**src/rtl/core/wpac_pkg.sv**
```systemverilog
// Shared types and constants for the window pixel address counter.
// No dependencies; used by wpac_cursor and the top level.
`default_nettype none

package wpac_pkg;

  localparam int CFG_IDX_W  = 3;
  localparam int CFG_DATA_W = 7;
  localparam int WIN_W      = 7;
  localparam int COLOR_IN_W = 16;
  localparam int ADDR_OUT_W = 14;

  // configuration register indexes
  localparam logic [CFG_IDX_W-1:0] REG_WIN_LEFT   = 3'd0;
  localparam logic [CFG_IDX_W-1:0] REG_WIN_RIGHT  = 3'd1;
  localparam logic [CFG_IDX_W-1:0] REG_WIN_TOP    = 3'd2;
  localparam logic [CFG_IDX_W-1:0] REG_WIN_BOTTOM = 3'd3;
  localparam logic [CFG_IDX_W-1:0] REG_MIRROR_X   = 3'd4;
  localparam logic [CFG_IDX_W-1:0] REG_MIRROR_Y   = 3'd5;
  localparam logic [CFG_IDX_W-1:0] REG_SWAP_AXES  = 3'd6;

  localparam logic OP_WRITE = 1'b0;
  localparam logic OP_READ  = 1'b1;

  typedef struct packed {
    logic                  operation;
    logic                  restart;
    logic [COLOR_IN_W-1:0] pixel_color;
    logic                  burst_end;
  } in_item_t;

  typedef struct packed {
    logic [COLOR_IN_W-1:0] read_color;
    logic [ADDR_OUT_W-1:0] pixel_address;
    logic                  window_rejected;
    logic                  burst_done;
  } out_item_t;

  // per-transaction status from the cursor unit
  typedef struct packed {
    logic rejected;
    logic in_range;
  } acc_info_t;

endpackage

`default_nettype wire

```
**src/rtl/core/wpac_cursor.sv**
```systemverilog
// Window registers, latched physical window and cursor with its advance logic.
// Depends on wpac_pkg.
`default_nettype none

module wpac_cursor #(
  parameter int SCREEN_WIDTH  = 128,
  parameter int SCREEN_HEIGHT = 128,
  parameter int ADDR_W        = 14
) (
  input  wire                               clk,
  input  wire                               rst_n,
  input  wire                               cfg_we,
  input  wire  [wpac_pkg::CFG_IDX_W-1:0]    cfg_index,
  input  wire  [wpac_pkg::CFG_DATA_W-1:0]   cfg_wdata,
  input  wire                               acc,
  input  wire                               restart,
  output wpac_pkg::acc_info_t               info,
  output logic [ADDR_W-1:0]                 addr
);

  localparam int COL_MAX   = (SCREEN_WIDTH - 1 > 127) ? SCREEN_WIDTH - 1 : 127;
  localparam int ROW_MAX   = (SCREEN_HEIGHT - 1 > 127) ? SCREEN_HEIGHT - 1 : 127;
  localparam int COL_W     = $clog2(COL_MAX + 1);
  localparam int ROW_W     = $clog2(ROW_MAX + 1);
  localparam int CRD_W     = (COL_W > ROW_W) ? COL_W : ROW_W;
  localparam int STORE_SIZE = SCREEN_WIDTH * SCREEN_HEIGHT;

  typedef struct packed {
    logic             wrap;
    logic [CRD_W-1:0] pos;
  } step_t;

  function automatic step_t axis_step(input logic [CRD_W-1:0] pos,
                                      input logic [CRD_W-1:0] lo,
                                      input logic [CRD_W-1:0] hi,
                                      input logic             rev);
    step_t s;
    s.wrap = 1'b0;
    if (!rev) begin
      if (pos >= hi) begin
        s.pos  = lo;
        s.wrap = 1'b1;
      end else begin
        s.pos = CRD_W'(pos + 1'b1);
      end
    end else begin
      if (pos <= lo) begin
        s.pos  = hi;
        s.wrap = 1'b1;
      end else begin
        s.pos = CRD_W'(pos - 1'b1);
      end
    end
    return s;
  endfunction

  logic [wpac_pkg::WIN_W-1:0] win_left_r, win_right_r, win_top_r, win_bottom_r;
  logic                       mirror_x_r, mirror_y_r, swap_axes_r;

  logic [COL_W-1:0] phys_left_r, phys_right_r, col_r;
  logic [ROW_W-1:0] phys_top_r, phys_bottom_r, row_r;
  logic [COL_W-1:0] phys_left_nxt, phys_right_nxt, col_nxt, col_e;
  logic [ROW_W-1:0] phys_top_nxt, phys_bottom_nxt, row_nxt, row_e;

  logic             win_ok, latch;
  logic [ADDR_W-1:0] addr_full;
  step_t            col_step, row_step;

  always_ff @(posedge clk) begin
    if (!rst_n) begin
      win_left_r   <= '0;
      win_right_r  <= 7'd127;
      win_top_r    <= '0;
      win_bottom_r <= 7'd127;
      mirror_x_r   <= 1'b0;
      mirror_y_r   <= 1'b0;
      swap_axes_r  <= 1'b0;
    end else if (cfg_we) begin
      case (cfg_index)
        wpac_pkg::REG_WIN_LEFT:   win_left_r   <= cfg_wdata;
        wpac_pkg::REG_WIN_RIGHT:  win_right_r  <= cfg_wdata;
        wpac_pkg::REG_WIN_TOP:    win_top_r    <= cfg_wdata;
        wpac_pkg::REG_WIN_BOTTOM: win_bottom_r <= cfg_wdata;
        wpac_pkg::REG_MIRROR_X:   mirror_x_r   <= cfg_wdata[0];
        wpac_pkg::REG_MIRROR_Y:   mirror_y_r   <= cfg_wdata[0];
        wpac_pkg::REG_SWAP_AXES:  swap_axes_r  <= cfg_wdata[0];
        default: ;
      endcase
    end
  end

  always_comb begin
    win_ok = (32'(win_left_r) < SCREEN_WIDTH) && (32'(win_right_r) < SCREEN_WIDTH) &&
             (32'(win_top_r) < SCREEN_HEIGHT) && (32'(win_bottom_r) < SCREEN_HEIGHT);
    latch  = restart && win_ok;

    phys_left_nxt   = phys_left_r;
    phys_right_nxt  = phys_right_r;
    phys_top_nxt    = phys_top_r;
    phys_bottom_nxt = phys_bottom_r;
    if (latch) begin
      if (swap_axes_r) begin
        phys_top_nxt    = ROW_W'(win_left_r);
        phys_bottom_nxt = ROW_W'(win_right_r);
        phys_left_nxt   = COL_W'(win_top_r);
        phys_right_nxt  = COL_W'(win_bottom_r);
      end else begin
        phys_left_nxt   = COL_W'(win_left_r);
        phys_right_nxt  = COL_W'(win_right_r);
        phys_top_nxt    = ROW_W'(win_top_r);
        phys_bottom_nxt = ROW_W'(win_bottom_r);
      end
    end

    // start corner follows each axis's own mirror
    if (latch) begin
      row_e = mirror_y_r ? phys_bottom_nxt : phys_top_nxt;
      col_e = mirror_x_r ? phys_right_nxt : phys_left_nxt;
    end else begin
      row_e = row_r;
      col_e = col_r;
    end

    addr_full = ADDR_W'(row_e) * ADDR_W'(SCREEN_WIDTH) + ADDR_W'(col_e);

    col_step = axis_step(CRD_W'(col_e), CRD_W'(phys_left_nxt), CRD_W'(phys_right_nxt),
                         mirror_x_r);
    row_step = axis_step(CRD_W'(row_e), CRD_W'(phys_top_nxt), CRD_W'(phys_bottom_nxt),
                         mirror_y_r);

    if (swap_axes_r) begin
      row_nxt = ROW_W'(row_step.pos);
      col_nxt = row_step.wrap ? COL_W'(col_step.pos) : col_e;
    end else begin
      col_nxt = COL_W'(col_step.pos);
      row_nxt = col_step.wrap ? ROW_W'(row_step.pos) : row_e;
    end
  end

  always_ff @(posedge clk) begin
    if (!rst_n) begin
      phys_left_r   <= '0;
      phys_right_r  <= COL_W'(SCREEN_WIDTH - 1);
      phys_top_r    <= '0;
      phys_bottom_r <= ROW_W'(SCREEN_HEIGHT - 1);
      col_r         <= '0;
      row_r         <= '0;
    end else if (acc) begin
      phys_left_r   <= phys_left_nxt;
      phys_right_r  <= phys_right_nxt;
      phys_top_r    <= phys_top_nxt;
      phys_bottom_r <= phys_bottom_nxt;
      col_r         <= col_nxt;
      row_r         <= row_nxt;
    end
  end

  assign addr          = addr_full;
  assign info.rejected = restart && !win_ok;
  assign info.in_range = 32'(addr_full) < STORE_SIZE;

endmodule

`default_nettype wire

```
**config.mk**
```make
export PLATFORM = sky130hd
export DESIGN_NAME = wpac_cursor
export DESIGN_NICKNAME = d
export VERILOG_FILES = /design/src/rtl/core/wpac_pkg.sv /design/src/rtl/core/wpac_cursor.sv
export SDC_FILE = /design/constraint.sdc
export NUM_CORES = 1
export LEC_CHECK = 0
export BUFFER_PORTS_ARGS = -buffer_cell sky130_fd_sc_hd__buf_2
export CELL_PAD_IN_SITES_DETAIL_PLACEMENT = 1
export CELL_PAD_IN_SITES_GLOBAL_PLACEMENT = 1
export CORE_ASPECT_RATIO = 0.6
export CORE_MARGIN = 5
export CORE_UTILIZATION = 47
export CTS_CLUSTER_DIAMETER = 40
export DETAILED_ROUTE_END_ITERATION = 6
export PLACE_DENSITY = 0.79
export SLEW_MARGIN = 10
export SYNTH_ARGS = -nofsm -noshare
export SYNTH_HDL_FRONTEND = slang
export SYNTH_SLANG_ARGS = --single-unit
export TNS_END_PERCENT = 1
```
**constraint.sdc**
```tcl
create_clock -name clk -period 4.6 [get_ports clk]
set_input_delay 0.92 -clock clk [delete_from_list [all_inputs] [get_ports clk]]
set_output_delay 0.92 -clock clk [all_outputs]
set_load 0.01 [all_outputs]
```
==> impl_metrics.json <==
{
  "outcome": "finished clean",
  "async_flop_share": 0,
  "drtAntennaViolNets": 0,
  "rr_worst_depth": 13,
  "diodes": 0,
  "die_h_um": 92.7,
  "synth_area_leaders": "dfxtp_1 (27%), mux2i_1 (17%), ha_1 (7.5%), nand2_1 (5.7%), o21ai_0 (4.8%)",
  "synth_cell_types": 59,
  "portBuffers": 28,
  "setup_slack_ns": 0.540,
  "hold_viol": 0,
  "drc": 0,
  "critical-path-max-stage-delay_ns": 0.66,
  "cts_num_sinks": 73,
  "synth_area_um2": 5360,
  "rsz0062_at_grt": "false",
  "max_freq_mhz": 246,
  "powerDensity_nw_per_um2": 303,
  "setup_viol": 0,
  "cts_repair_resize_count": 0,
  "min_path_cells": 2,
  "clockBufferDepth": 2,
  "synth_ff_type": "dfxtp_1",
  "root_buffer": "clkbuf_16",
  "hold_end": "phys_bottom_r[3]",
  "worstSetupPathType": "reg -> reg",
  "syn_nets": 690,
  "seq_area_frac_synth": 0.273,
  "place.gp.congestion": 0.936,
  "peakVddDrop_mv": 0.199,
  "antenna_found_initial": 0,
  "drive_above_1_share": 0.141,
  "arrival_ns": 4.33,
  "row_count": 30,
  "wl_um": 16900,
  "synth_most_common_cell": "mux2i_1",
  "crit_start": "swap_axes_r",
  "min_path_type": "reg -> reg",
  "yosys.area.top_type": "dfxtp_1",
  "start_kind": "flop",
  "cp_max_fo": 17,
  "synth_edf_count": 0,
  "crit_top_cell": "a21oi_1",
  "drt_iter0_drc": 386,
  "cp_cell_sequence": "buf_4 > mux4_2 > mux2i_1 > inv_1 > ha_1 > nand4_1 > a21oi_1 > a211oi_1 > nor2_1 > mux2_2 > a211oi_1 > a21oi_1 > a21oi_1",
  "synth_top_area_share": 0.273,
  "die_area_um2": 13700,
  "relSlewSlack": 0.327,
  "crit_required_ns": 4.87,
  "yosysWarnings": 0,
  "rr_endpoint": "col_r[2]",
  "synth.avg_cell_area_um2": 8.33,
  "dieWidth_um": 148,
  "cp_slowest_cell": "dfxtp_2",
  "hold_buffers": 0,
  "htreeDepth": 3,
  "critPathBufInv": 2,
  "regToRegStartpoint": "swap_axes_r",
  "synthCells": 643,
  "drv_cap": 0,
  "grt_pass1_vias": 4920,
  "synth_seq_cells": 73,
  "fin_cells": 816,
  "nets": 714,
  "dr.pass1.iters": 5,
  "fin_skew_ns": 0.00676,
  "tns_ns": 0,
  "placed_cells": 800,
  "start_util": 0.477,
  "reg2reg_slack_ns": 0.54,
  "core_area_um2": 11200,
  "leakage_nw": 2.50,
  "cts_setup_buffers": 0,
  "fillerInstances": 1342,
  "place_ws_ns": 0.285,
  "finalCritPeriodShare": 0.883,
  "path_clk_slew_ns": 0.06,
  "avgRoutedWirePerCell_um": 20.8,
  "via_per_inst": 6.15,
  "numCtsBuffers": 9,
  "netlist_top_cells_count": "mux2i_1 (90), nand2_1 (82), dfxtp_1 (73), o21ai_0 (51)",
  "vias": 5018,
  "tritoncts": "yes",
  "grt_pass1_wl_um": 27000,
  "crit_path_end_kind": "flop",
  "grt_util_all_layers": 0.249,
  "grt_max_degree": 51,
  "final_max_slew_viol_count": 0,
  "ios": 31,
  "place_hpwl_um": 12600,
  "fin_crit_ns": 4.06,
  "cpLargestDelayFamily": "multiplexers",
  "tightest_slew_ns": 1.01,
  "area_delta_synth_final_pct": 13.1,
  "clk_latency_ns": 0.35,
  "overflow": 0,
  "hold_start": "phys_bottom_r[3]"
}
power breakdown:
| part | switching (mW) | internal (mW) | leakage [nW] |
|---|---|---|---|
| combinational | 0.197 | 0.134 | 1.73 |
| sequential | 0.0208 | 0.654 | 0.595 |
| clock | 0.287 | 0.544 | 0.166 |
| total | 0.504 | 1.33 | 2.50 |
state kept, by name (all words and copies together), names as in the netlist:
name,count
col_r,7
mirror_x_r,1
mirror_y_r,1
phys_bottom_r,7
phys_left_r,7
phys_right_r,7
phys_top_r,7
row_r,7
swap_axes_r,1
win_bottom_r,7
win_left_r,7
win_right_r,7
win_top_r,7
per-stage QoR:
| stage | instance area (µm²) | hold WS (ns) | power (mW) | utilization |
|---|---|---|---|---|
| 4_1_cts | 6060 | 0.473 | 1.84 | 0.540 |
| 2_1_floorplan | 5360 | 0.439 | 0.907 | - |
| 6_report | 6060 | 0.474 | 1.84 | 0.540 |
| 3_3_place_gp | 5710 | 0.452 | 0.995 | 0.509 |
| 3_5_place_dp | 5710 | 0.458 | 1.01 | 0.509 |
| 5_1_grt | 6060 | 0.510 | 1.90 | 0.540 |
worst max path at each step:
stage | end | slack (ns) | cells past startpoint
5_1_grt | col_r[6] | 0.32 | 13
4_1_cts | col_r[6] | 0.60 | 13
3_5_place_dp | col_r[6] | 0.29 | 13
6_report | col_r[2] | 0.54 | 13
2_1_floorplan | row_r[2] | 0.52 | 16
3_3_place_gp | col_r[2] | 0.41 | 13
placed cells by master, fill, tap and decap left out, drive strengths merged, types with 3 or more instances in the layout:
cell type,count
a21oi,32
nand2,82
a31oi,5
o22ai,3
o2111ai,4
nand4,5
and3,6
clkbuf,11
o211ai,6
xnor2,7
nand2b,11
bufinv,3
nor2b,27
nor3b,6
mux2,6
and2,10
ha,32
o21a,4
or3,3
mux2i,90
o21ai,54
nor3,8
buf,55
nand3,22
mux4,8
dfxtp,73
o221ai,7
nor2,23
a21o,5
inv,27
a211oi,6
cells by family after synthesis:
kind of cell	Yosys count	synth area share
and+or+nand+nor	211	0.198
AOI/OAI and AO/OA	143	0.168
muxes	104	0.215
DFF	73	0.273
buffers and inverters	69	0.0549
adders and majority gates	32	0.0748
xor gates and xnor gates	9	0.0147
other	2	0.00140
worst min-delay path, cell delays in order (launching register included):
cell and delay, ns:
dfxtp_1 0.32, o21ai_0 0.07, nand2_1 0.06
per-layer routing:
| layer | routed length, µm | global-route usage |
|---|---|---|
| met5 | 0 | 0 |
| met1 | 8480 | 0.366 |
| met2 | 7450 | 0.386 |
| met4 | 114 | 0.0473 |
| met3 | 898 | 0.0416 |
layout make-up:
type	count	area [µm²]	share of cell area
well taps	144	180	0.0297
multi-input cells	501	3600	0.594
clock inverters	5	103	0.0169
flip-flops and latches	73	1460	0.241
clock buffers	11	243	0.0401
inverters	27	101	0.0167
repair buffers	55	368	0.0607
Note: power is estimated with default switching activity, not from simulation.
